$ cat src/rtl/core/srm_pkg.sv
// Shared types, constants and codes of the six-register machine runner.
package srm_pkg;

   localparam int REG_COUNT             = 6;
   localparam int PROGRAM_DEPTH_DEFAULT = 64;

   localparam int DATA_W  = 32;
   localparam int FUNC_W  = 2;
   localparam int IADDR_W = 6;
   localparam int OP_W    = 4;
   localparam int RIDX_W  = 3;
   localparam int LEN_W   = 7;
   localparam int STEP_W  = 20;
   // One bit more than the reported count so that the limit test never wraps.
   localparam int CNT_W   = STEP_W + 1;
   localparam int CSR_IDX_W  = 2;
   localparam int CSR_DATA_W = 20;

   localparam logic [STEP_W-1:0] DEFAULT_STEP_LIMIT = STEP_W'(10000);

   typedef enum logic [FUNC_W-1:0] {
      FUNC_LOAD   = 2'd0,
      FUNC_SETREG = 2'd1,
      FUNC_RUN    = 2'd2,
      FUNC_NONE   = 2'd3
   } func_type;

   typedef enum logic [CSR_IDX_W-1:0] {
      CSR_IP_BINDING     = 2'd0,
      CSR_PROGRAM_LENGTH = 2'd1,
      CSR_STEP_LIMIT     = 2'd2,
      CSR_UNUSED         = 2'd3
   } csr_index_type;

   typedef enum logic [OP_W-1:0] {
      OP_ADDR = 4'd0,
      OP_ADDI = 4'd1,
      OP_MULR = 4'd2,
      OP_MULI = 4'd3,
      OP_BANR = 4'd4,
      OP_BANI = 4'd5,
      OP_BORR = 4'd6,
      OP_BORI = 4'd7,
      OP_SETR = 4'd8,
      OP_SETI = 4'd9,
      OP_GTIR = 4'd10,
      OP_GTRI = 4'd11,
      OP_GTRR = 4'd12,
      OP_EQIR = 4'd13,
      OP_EQRI = 4'd14,
      OP_EQRR = 4'd15
   } op_type;

   typedef struct packed {
      op_type              op;
      logic [DATA_W-1:0]   a;
      logic [DATA_W-1:0]   b;
      logic [RIDX_W-1:0]   c;
   } word_type;

   localparam int WORD_W = $bits(word_type);

   // Commands from the controller to the datapath.
   typedef struct packed {
      logic load_word;
      logic set_reg;
      logic reply_zero;
      logic run_start;
      logic copy_step;
      logic count;
      logic set_hit;
      logic latch_word;
      logic latch_a;
      logic exec;
      logic writeback;
      logic fin_dec;
      logic reply_run;
   } cmd_type;

   // Status from the datapath to the controller.
   typedef struct packed {
      logic copy_last;
      logic pc_halt;
      logic over_limit;
   } status_type;

endpackage

$ cat src/rtl/core/srm_ctrl.sv
// Controller state machine: sequences item handling and the fetch/execute loop.
module srm_ctrl (
   input  logic                        clock,
   input  logic                        reset,
   input  logic                        start,
   input  logic [srm_pkg::FUNC_W-1:0]  req_func,
   input  srm_pkg::status_type         status,
   output srm_pkg::cmd_type            cmd,
   output logic                        busy
);

   typedef enum logic [3:0] {
      ST_IDLE,
      ST_COPY,
      ST_FETCH,
      ST_WORD,
      ST_OPA,
      ST_EXEC,
      ST_WB,
      ST_FIN,
      ST_REPLY
   } state_type;

   state_type state_ff, state_in;
   logic      accept;

   assign accept = start && (state_ff == ST_IDLE);
   assign busy   = (state_ff != ST_IDLE);

   always_comb begin
      state_in = state_ff;
      cmd      = '0;
      case (state_ff)
         ST_IDLE: begin
            if (accept) begin
               case (srm_pkg::func_type'(req_func))
                  srm_pkg::FUNC_LOAD: begin
                     cmd.load_word  = 1'b1;
                     cmd.reply_zero = 1'b1;
                  end
                  srm_pkg::FUNC_SETREG: begin
                     cmd.set_reg    = 1'b1;
                     cmd.reply_zero = 1'b1;
                  end
                  srm_pkg::FUNC_RUN: begin
                     cmd.run_start = 1'b1;
                     state_in      = ST_COPY;
                  end
                  default: begin
                     cmd.reply_zero = 1'b1;
                  end
               endcase
            end
         end
         ST_COPY: begin
            cmd.copy_step = 1'b1;
            if (status.copy_last) begin
               state_in = ST_FETCH;
            end
         end
         ST_FETCH: begin
            if (status.pc_halt) begin
               state_in = ST_FIN;
            end else begin
               cmd.count = 1'b1;
               if (status.over_limit) begin
                  cmd.set_hit = 1'b1;
                  state_in    = ST_FIN;
               end else begin
                  state_in = ST_WORD;
               end
            end
         end
         ST_WORD: begin
            cmd.latch_word = 1'b1;
            state_in       = ST_OPA;
         end
         ST_OPA: begin
            cmd.latch_a = 1'b1;
            state_in    = ST_EXEC;
         end
         ST_EXEC: begin
            cmd.exec = 1'b1;
            state_in = ST_WB;
         end
         ST_WB: begin
            cmd.writeback = 1'b1;
            state_in      = ST_FETCH;
         end
         ST_FIN: begin
            cmd.fin_dec = 1'b1;
            state_in    = ST_REPLY;
         end
         ST_REPLY: begin
            cmd.reply_run = 1'b1;
            state_in      = ST_IDLE;
         end
         default: begin
            state_in = ST_IDLE;
         end
      endcase
   end

   always_ff @(posedge clock) begin
      if (reset) begin
         state_ff <= ST_IDLE;
      end else begin
         state_ff <= state_in;
      end
   end

endmodule

$ cat config.mk
export PLATFORM = sky130hd
export DESIGN_NAME = srm_ctrl
export DESIGN_NICKNAME = d
export VERILOG_FILES = /design/src/rtl/core/srm_pkg.sv /design/src/rtl/core/srm_ctrl.sv
export SDC_FILE = /design/constraint.sdc
export NUM_CORES = 1
export LEC_CHECK = 0
export BUFFER_PORTS_ARGS = -buffer_cell sky130_fd_sc_hd__buf_4
export CAP_MARGIN = 10
export CORE_AREA = 2 2 39 41
export CTS_CLUSTER_SIZE = 40
export DETAILED_ROUTE_END_ITERATION = 16
export DIE_AREA = 0 0 41 43
export PLACE_DENSITY = 0.61
export SYNTH_ARGS = -nofsm -noshare
export SYNTH_HDL_FRONTEND = slang
export SYNTH_SLANG_ARGS = --single-unit
$ cat constraint.sdc
create_clock -name clock -period 2.2 [get_ports clock]
set_input_delay 0.55 -clock clock [delete_from_list [all_inputs] [get_ports clock]]
set_output_delay 0.55 -clock clock [all_outputs]
set_load 0.005 [all_outputs]
==> impl_metrics.env, run 1 <==
export IMPL_outcome="completed"
export IMPL_synthAdderAreaFrac_pct=0
export IMPL_r2r_start="state_ff[1]"
export IMPL_syn_cell_area_um2=323
export IMPL_area_delta_synth_final_pct=58.5
export IMPL_cts_buffer_depth=2
export IMPL_powerDensity_nw_per_um2=421
export IMPL_hold_violations=0
export IMPL_tightest_slew_ps=354
export IMPL_dr_total_vias=376
export IMPL_worst_hold_path_num_cells=2
export IMPL_antenna_found_initial=0
export IMPL_fin_skew_ps=0.877
export IMPL_ys_warn_count=0
export IMPL_crit_path_end_kind="primary output"
export IMPL_drc=0
export IMPL_hp_class="in2reg"
export IMPL_yosys_area_share_simple_pct=54.3
export IMPL_critical_path_max_fanout=9
export IMPL_syn_avg_cell_area_um2=7.69
export IMPL_ys_flop_type="dfxtp_1"
export IMPL_grt_pass1_wl_um=1260
export IMPL_syn_nets=50
export IMPL_max_cap_viol_count=0
export IMPL_rsz0062_at_grt="false"
export IMPL_ant_nets=0
export IMPL_synth_top_family_by_area="simple AND/OR/NAND/NOR gates"
export IMPL_floorplan_io_pins=22
export IMPL_rrSetupSlack_ps=1020
export IMPL_fin_tns_setup_ps=0
export IMPL_place_detailed_hpwl_um=647
export IMPL_ys_seq_area_share_pct=24.8
export IMPL_synthXorXnorAreaFrac_pct=0
export IMPL_synth_seq_cells=4
export IMPL_period_share_pct=88.5
export IMPL_htreeDepth=1
export IMPL_gr_usage_all_layers_pct=11.0
export IMPL_cts_buffers=3
export IMPL_post_cts_buffers=0
export IMPL_clock_latency_ps=230
export IMPL_largest_register="state_ff"
export IMPL_cts_hold_buf=0
export IMPL_fin_crit_ps=1950
export IMPL_drt_wl_total_um=787
export IMPL_vdd_drop_max_uv=137
export IMPL_numPortBuffers=21
export IMPL_synth_distinct_cells=23
export IMPL_min_from="reset"
export IMPL_yosys_area_top_type="dfxtp_1"
export IMPL_grt_pass1_vias=343
export IMPL_worstPathRequired_ps=1650
export IMPL_yosysTopAreaCellShare_pct=24.8
export IMPL_synth_compound_area_share_pct=14.0
export IMPL_die_y_um=43
export IMPL_largest_reg_flops=4
export IMPL_reg2reg_to="state_ff[1]"
export IMPL_synthMuxAreaShare_pct=0
export IMPL_die_area_um2=1760
export IMPL_via_per_inst=4.64
export IMPL_min_to="state_ff[3]"
export IMPL_clk_pin_slew_ps=40
export IMPL_drt_iter0_markers=3
export IMPL_fillerInstances=159
export IMPL_syn_instance_count=42
export IMPL_dieWidth_um=41
export IMPL_cts_resized_gates=0
export IMPL_gp_congestion=0.664
export IMPL_crit_type="reg2out"
export IMPL_start_util_pct=23.3
export IMPL_cts_root_buf="clkbuf_4"
export IMPL_grt_max_degree=10
export IMPL_drt_first_pass_iters=4
export IMPL_cp_start_kind="register"
export IMPL_p_leak_nw=0.242
export IMPL_wl_per_cell_um=9.72
export IMPL_drive_gt1_share_pct=47.7
export IMPL_final_core_util_pct=37.0
export IMPL_placementRows=14
export IMPL_power_mw=0.215
export IMPL_slew_headroom_pct=76.4
export IMPL_arrival_ps=1400
export IMPL_slew_violations=0
export IMPL_largest_registers="state_ff x4"
export IMPL_cts_tree="built"
export IMPL_max_freq_mhz=514
export IMPL_antenna_cells=0
export IMPL_async_flop_share_pct=0
export IMPL_nets=75
export IMPL_rr_worst_depth=4
export IMPL_overflow=0
export IMPL_yosys_top_cells_area="dfxtp_1, nor3_1, nor4_4"
export IMPL_finalSetupViolCount=0
export IMPL_synth_edf_count=0
export IMPL_clock_sinks=4
export IMPL_coreArea_um2=1380
[report_power, final]
group,leakage (nW),internal [mW],switching [mW]
Clock,0.0138,0.0610,0.0296
Combinational,0.196,0.0263,0.0196
Sequential,0.0324,0.0747,0.00416
[routing by layer]
metal  track usage (%)  part of all wire [%]
met2              16.6                    50
met5                 0                     0
met4              10.0                     0
met3              4.71                    11
met1              10.6                    39
[cells in the final DEF, fill, tap and decap left out, drive strengths merged]
master,n
buf,21
nor3,9
nor2,4
dfxtp,4
nand2b,4
a21oi,3
clkbuf,3
nand2,3
inv,3
nor3b,2
o21ai,2
nor4,1
or2,1
and2,1
and3b,1
nor2b,1
o21a,1
o311ai,1
[cell type report]
type                    instances  area, um2  area share (%)
clock buffers                   3       22.5            4.40
inverters                       3       11.3            2.20
multi-input cells              34        220            43.0
flip-flops and latches          4       80.1            15.6
well taps                      16       20.0            3.91
repair buffers                 21        158            30.8
[synth_stat cells (2+ instances only)]
cell,n
nor3_1,8
nor2_1,4
nand2b_1,3
a21oi_1,3
nand2_1,2
dfxtp_1,4
inv_1,2
[per-stage QoR]
| step | setup slack (ps) | hold WS [ps] | instances | cell area (um2) |
|---|---|---|---|---|
| final | 254 | 487 | 81 | 512 |
| after global routing | 132 | 463 | 81 | 512 |
| after CTS | 228 | 477 | 81 | 512 |
| after detailed placement | 496 | 618 | 78 | 489 |
| after global placement | 518 | 604 | 78 | 489 |
| after floorplan | 661 | 557 | 42 | 323 |
[worst max path at each step]
stage | from | to
after global placement | state_ff[1] | cmd[9]
after global routing | state_ff[1] | cmd[9]
after detailed placement | state_ff[1] | cmd[9]
final | state_ff[1] | cmd[11]
after CTS | state_ff[1] | cmd[11]
after floorplan | state_ff[1] | cmd[11]
[kinds of logic after synthesis]
kind of cell | count (synthesis)
flops | 4
buf+inv | 4
compound gates | 7
simple gates | 27
[worst max-delay path, cell delays in order (launching register included)]
cell	delay, ps
dfxtp_1	400
nor4_4	350
nand2_2	120
nor3_1	150
buf_4	140
(Power assumes the default switching activity.)
==> run 2, diff against run 1 <==
--- a/config.mk
+++ b/config.mk
@@ -7,11 +7,12 @@
 export LEC_CHECK = 0
 export BUFFER_PORTS_ARGS = -buffer_cell sky130_fd_sc_hd__buf_4
 export CAP_MARGIN = 10
-export CORE_AREA = 2 2 39 41
+export CELL_PAD_IN_SITES_DETAIL_PLACEMENT = 0
+export CELL_PAD_IN_SITES_GLOBAL_PLACEMENT = 2
+export CORE_UTILIZATION = 20
 export CTS_CLUSTER_SIZE = 40
 export DETAILED_ROUTE_END_ITERATION = 16
-export DIE_AREA = 0 0 41 43
-export PLACE_DENSITY = 0.61
+export PLACE_DENSITY = 0.86
 export SYNTH_ARGS = -nofsm -noshare
 export SYNTH_HDL_FRONTEND = slang
 export SYNTH_SLANG_ARGS = --single-unit
==> impl_metrics.env, run 2 (synthesis gave the netlist of run 1 again) <==
export IMPL_grt_pass1_vias=333
export IMPL_power_mw=0.215
export IMPL_cts_root_buf="clkbuf_4"
export IMPL_dr_total_vias=375
export IMPL_clock_latency_ps=230
export IMPL_clk_pin_slew_ps=40
export IMPL_dpl_worst_slack_ps=498
export IMPL_wl_per_cell_um=10.1
export IMPL_powerDensity_nw_per_um2=420
export IMPL_period_share_pct=87.8
export IMPL_crit_buf_inv=1
export IMPL_max_freq_mhz=518
export IMPL_crit_path_end_kind="primary output"
export IMPL_rrSetupSlack_ps=1040
export IMPL_fin_crit_ps=1930
export IMPL_outcome="completed"
export IMPL_tightest_slew_ps=364
export IMPL_drt_iter0_markers=6
export IMPL_worst_hold_path_num_cells=2
export IMPL_finalSetupViolCount=0
export IMPL_fin_ws_ps=268
export IMPL_min_from="reset"
export IMPL_multiInputGateArea_um2=220
export IMPL_via_per_inst=4.63
export IMPL_cpMaxStageDelayCell="dfxtp_1"
export IMPL_fin_tns_setup_ps=0
export IMPL_hold_violations=0
export IMPL_dieWidth_um=42.2
export IMPL_post_cts_buffers=0
export IMPL_cp_cell_sequence="nor4_4 > nand2_2 > nor3b_2 > buf_4"
export IMPL_rr_worst_depth=4
export IMPL_slew_headroom_pct=75.7
export IMPL_cp_start_kind="register"
export IMPL_largest_register="state_ff"
export IMPL_overflow=0
export IMPL_drive_gt1_share_pct=47.7
export IMPL_worstPathRequired_ps=1650
export IMPL_antenna_cells=0
export IMPL_grt_pass1_wl_um=1310
export IMPL_seqCellArea_um2=80.1
export IMPL_drt_wl_total_um=816
export IMPL_largest_registers="state_ff x4"
export IMPL_htreeDepth=1
export IMPL_largest_reg_flops=4
export IMPL_placementRows=14
export IMPL_min_to="state_ff[3]"
export IMPL_gp_congestion=0.663
export IMPL_ant_nets=0
export IMPL_die_area_um2=1780
export IMPL_cts_resized_gates=0
export IMPL_die_y_um=42.2
export IMPL_cp_top_family="simple AND/OR/NAND/NOR gates"
export IMPL_arrival_ps=1380
export IMPL_numPortBuffers=21
export IMPL_r2r_start="state_ff[1]"
export IMPL_start_util_pct=21.4
export IMPL_coreArea_um2=1510
export IMPL_rsz0062_at_grt="false"
export IMPL_fin_skew_ps=0.950
export IMPL_critical_path_max_fanout=9
export IMPL_cts_buffers=3
export IMPL_floorplan_io_pins=22
export IMPL_reg2reg_to="state_ff[1]"
export IMPL_area_delta_synth_final_pct=58.5
export IMPL_crit_type="reg2out"
export IMPL_slew_violations=0
export IMPL_p_leak_nw=0.242
export IMPL_clock_sinks=4
export IMPL_startpoint="state_ff[1]"
export IMPL_vdd_drop_max_uv=152
export IMPL_place_detailed_hpwl_um=645
export IMPL_final_common_cell="buf_4"
export IMPL_grt_max_degree=10
export IMPL_cts_tree="built"
export IMPL_final_cell_mix="buf_4, nor3_1, nor2_1, dfxtp_1"
export IMPL_cts_buffer_depth=2
export IMPL_cts_hold_buf=0
export IMPL_hp_class="in2reg"
export IMPL_nets=75
export IMPL_antenna_found_initial=0
export IMPL_cp_depth=4
export IMPL_fillerInstances=172
export IMPL_gr_usage_all_layers_pct=9.67
export IMPL_drc=0
export IMPL_drt_first_pass_iters=4
export IMPL_slowest_delay_ps=400
export IMPL_max_cap_viol_count=0
-- run 2: cell counts in the layout (fill, tap and decap cells not counted) --
Identical to the previous run, type by type.
-- run 2: layout make-up --
class | count | area share (%)
flip-flops and latches | 4 | 15.6
repair buffers | 21 | 30.8
clock buffers | 3 | 4.40
inverters | 3 | 2.20
well taps | 16 | 3.91
multi-input cells | 34 | 43.0
-- run 2: metrics by stage --
step	hold WS, ps	cells	util [%]	cell area (um2)
2_1_floorplan	557	42	-	323
3_3_place_gp	609	78	32.5	489
3_5_place_dp	623	78	32.5	489
4_1_cts	481	81	34.0	512
5_1_grt	495	81	34.0	512
6_report	488	81	34.0	512
-- run 2: how the worst max path moves through the flow --
stage / endpoint / slack, ps
floorplan: cmd[11] / 660
global placement: cmd[9] / 510
detailed placement: cmd[9] / 500
CTS: cmd[9] / 240
global route: cmd[11] / 160
finish: cmd[9] / 270
-- run 2: where the power goes --
part,total [mW],internal (mW),switching (mW)
clock,0.0900,0.0610,0.0291
sequential,0.0789,0.0746,0.00422
combinational,0.0460,0.0263,0.0196
-- run 2: layer usage --
metal / track usage, % / wire length, um
met1: 12.1 / 344
met2: 14.2 / 410
met3: 2.16 / 61
met4: 7.50 / 0
met5: 0 / 0
==> run 3, diff against run 2 <==
--- a/config.mk
+++ b/config.mk
@@ -5,14 +5,15 @@
 export SDC_FILE = /design/constraint.sdc
 export NUM_CORES = 1
 export LEC_CHECK = 0
+export ABC_AREA = 1
 export BUFFER_PORTS_ARGS = -buffer_cell sky130_fd_sc_hd__buf_4
 export CAP_MARGIN = 10
 export CELL_PAD_IN_SITES_DETAIL_PLACEMENT = 0
 export CELL_PAD_IN_SITES_GLOBAL_PLACEMENT = 2
-export CORE_UTILIZATION = 20
+export CORE_UTILIZATION = 19
 export CTS_CLUSTER_SIZE = 40
 export DETAILED_ROUTE_END_ITERATION = 16
-export PLACE_DENSITY = 0.86
+export PLACE_DENSITY = 0.85
 export SYNTH_ARGS = -nofsm -noshare
 export SYNTH_HDL_FRONTEND = slang
 export SYNTH_SLANG_ARGS = --single-unit
==> impl_metrics.env, run 3 <==
export IMPL_outcome="completed"
export IMPL_yosys_area_top_type="dfxtp_1"
export IMPL_final_common_cell="buf_4"
export IMPL_area_delta_synth_final_pct=58.0
export IMPL_fin_crit_ps=1830
export IMPL_drc=0
export IMPL_htreeDepth=1
export IMPL_synth_seq_cells=4
export IMPL_syn_avg_cell_area_um2=6.35
export IMPL_fin_skew_ps=2.26
export IMPL_fin_tns_setup_ps=0
export IMPL_syn_nets=62
export IMPL_timing_hold_ws_ps=508
export IMPL_synth_most_common_cell="nor2_1"
export IMPL_cp_start_kind="register"
export IMPL_async_flop_share_pct=0
export IMPL_crit_path_end_kind="primary output"
export IMPL_yosysTopAreaCellShare_pct=23.4
export IMPL_yosys_top_cells_area="dfxtp_1, nand3_1, nor2_1"
export IMPL_arrival_ps=1280
export IMPL_fin_ws_ps=374
export IMPL_max_cap_viol_count=0
export IMPL_clkPwrFrac_pct=37.6
export IMPL_dr_total_vias=405
export IMPL_via_per_inst=4.01
export IMPL_dieWidth_um=44.5
export IMPL_drt_wl_total_um=843
export IMPL_floorplan_io_pins=22
export IMPL_post_cts_buffers=0
export IMPL_grt_pass1_wl_um=1560
export IMPL_rrSetupSlack_ps=1160
export IMPL_antenna_cells=0
export IMPL_die_y_um=44.5
export IMPL_internal_power_mw=0.172
export IMPL_cts_buffer_depth=2
export IMPL_gp_congestion=0.733
export IMPL_worstPathRequired_ps=1650
export IMPL_vdd_drop_max_uv=339
export IMPL_ys_flop_type="dfxtp_1"
export IMPL_yosys_top_cells_count="nor2_1, inv_1, nand3_1"
export IMPL_clock_latency_ps=240
export IMPL_synth_distinct_cells=15
export IMPL_largest_register="state_ff"
export IMPL_grt_max_degree=10
export IMPL_die_area_um2=1980
export IMPL_hp_class="in2reg"
export IMPL_period_share_pct=83.0
export IMPL_hold_violations=0
export IMPL_ys_warn_count=0
export IMPL_drive_gt1_share_pct=45.5
export IMPL_start_util_pct=21.5
export IMPL_drt_first_pass_iters=4
export IMPL_rsz0062_at_grt="false"
export IMPL_nets=87
export IMPL_max_freq_mhz=548
export IMPL_p_leak_nw=0.280
export IMPL_largest_registers="state_ff x4"
export IMPL_finalSetupViolCount=0
export IMPL_antenna_found_initial=0
export IMPL_gr_usage_all_layers_pct=11.0
export IMPL_wl_per_cell_um=8.35
export IMPL_cts_hold_buf=0
export IMPL_placementRows=14
export IMPL_syn_cell_area_um2=343
export IMPL_place_detailed_hpwl_um=698
export IMPL_drt_iter0_markers=6
export IMPL_critical_path_max_fanout=9
export IMPL_tightest_slew_ps=339
export IMPL_switchingPower_mw=0.0724
export IMPL_p_comb_share_pct=28.8
export IMPL_largest_reg_flops=4
export IMPL_cts_resized_gates=0
export IMPL_syn_instance_count=54
export IMPL_p_seq_share_pct=33.5
export IMPL_cts_root_buf="clkbuf_4"
export IMPL_clock_sinks=4
export IMPL_ys_seq_area_share_pct=23.4
export IMPL_final_cell_mix="buf_4, nor2_1, inv_1, nand3_1, nor3_1"
export IMPL_slew_violations=0
export IMPL_clk_pin_slew_ps=40
export IMPL_coreArea_um2=1590
export IMPL_grt_pass1_vias=393
export IMPL_dpl_worst_slack_ps=578
export IMPL_powerDensity_nw_per_um2=450
export IMPL_synth_edf_count=0
export IMPL_swShare_pct=29.7
export IMPL_slew_headroom_pct=77.4
export IMPL_cts_buffers=3
export IMPL_numPortBuffers=21
export IMPL_ant_nets=0
export IMPL_crit_type="reg2out"
export IMPL_overflow=0
export IMPL_cts_tree="built"
-- run 3: cell types whose count changed after synthesis, sizes merged, moves of 2 or more --
cell,delta
nor2,+9
nand2b,-4
inv,+8
nand2,+3
a21oi,-2
nand3,+7
-- run 3: through the flow --
step	cells	utilization [%]	power (mW)	cell area (um2)
floorplan	54	-	0.121	343
global placement	98	32.6	0.154	519
detailed placement	98	32.6	0.154	519
CTS	101	34.0	0.249	542
global route	101	34.0	0.268	542
finish	101	34.0	0.244	542
-- run 3: cells by family (layout without fill, tap and decap cells) --
kind of cell | count (synthesis) | in the layout | share of synthesized area (%)
and+or+nand+nor | 35 | 35 | 55.8
AOI/OAI and AO/OA | 3 | 3 | 5.48
DFF | 4 | 4 | 23.4
buffers and inverters | 12 | 35 | 15.3
-- run 3: area by class of cell --
cell class              count  area [um2]
inverters                  11        41.3
fillers                   182        1050
well taps                  24        30.0
repair buffers             21         158
clock buffers               3        22.5
multi-input cells          38         210
flip-flops and latches      4        80.1
-- run 3: metal layers --
layer	share of wire (%)	track usage, %	up-vias
met5	0	0	-
met4	1.8	9.70	0
met3	7.9	3.67	2
met2	44	16.8	17
met1	46	12.2	166
li1	-	-	220
-- run 3: worst paths after layout --
kind               start  cells past startpoint     endpoint
max          state_ff[1]                      6      cmd[12]
min                reset                      2  state_ff[2]
max reg2reg  state_ff[1]                      5  state_ff[0]
min reg2reg  state_ff[2]                      2  state_ff[3]
-- run 3: power by group through the flow --
stage | clock [mW] | combinational, mW | sequential (mW)
after CTS | 0.0957 | 0.0714 | 0.0818
after global routing | 0.106 | 0.0796 | 0.0822
after detailed placement | 0 | 0.0711 | 0.0830
final | 0.0919 | 0.0704 | 0.0818
after floorplan | 0 | 0.0398 | 0.0809
after global placement | 0 | 0.0711 | 0.0832
-- run 3: worst max-delay path: stages, from the launching register on --
cell and delay, ps:
dfxtp_1 400, nor2_4 160, inv_2 70, nor2_4 90, nand2_2 90, nor3_2 110
buf_4 130
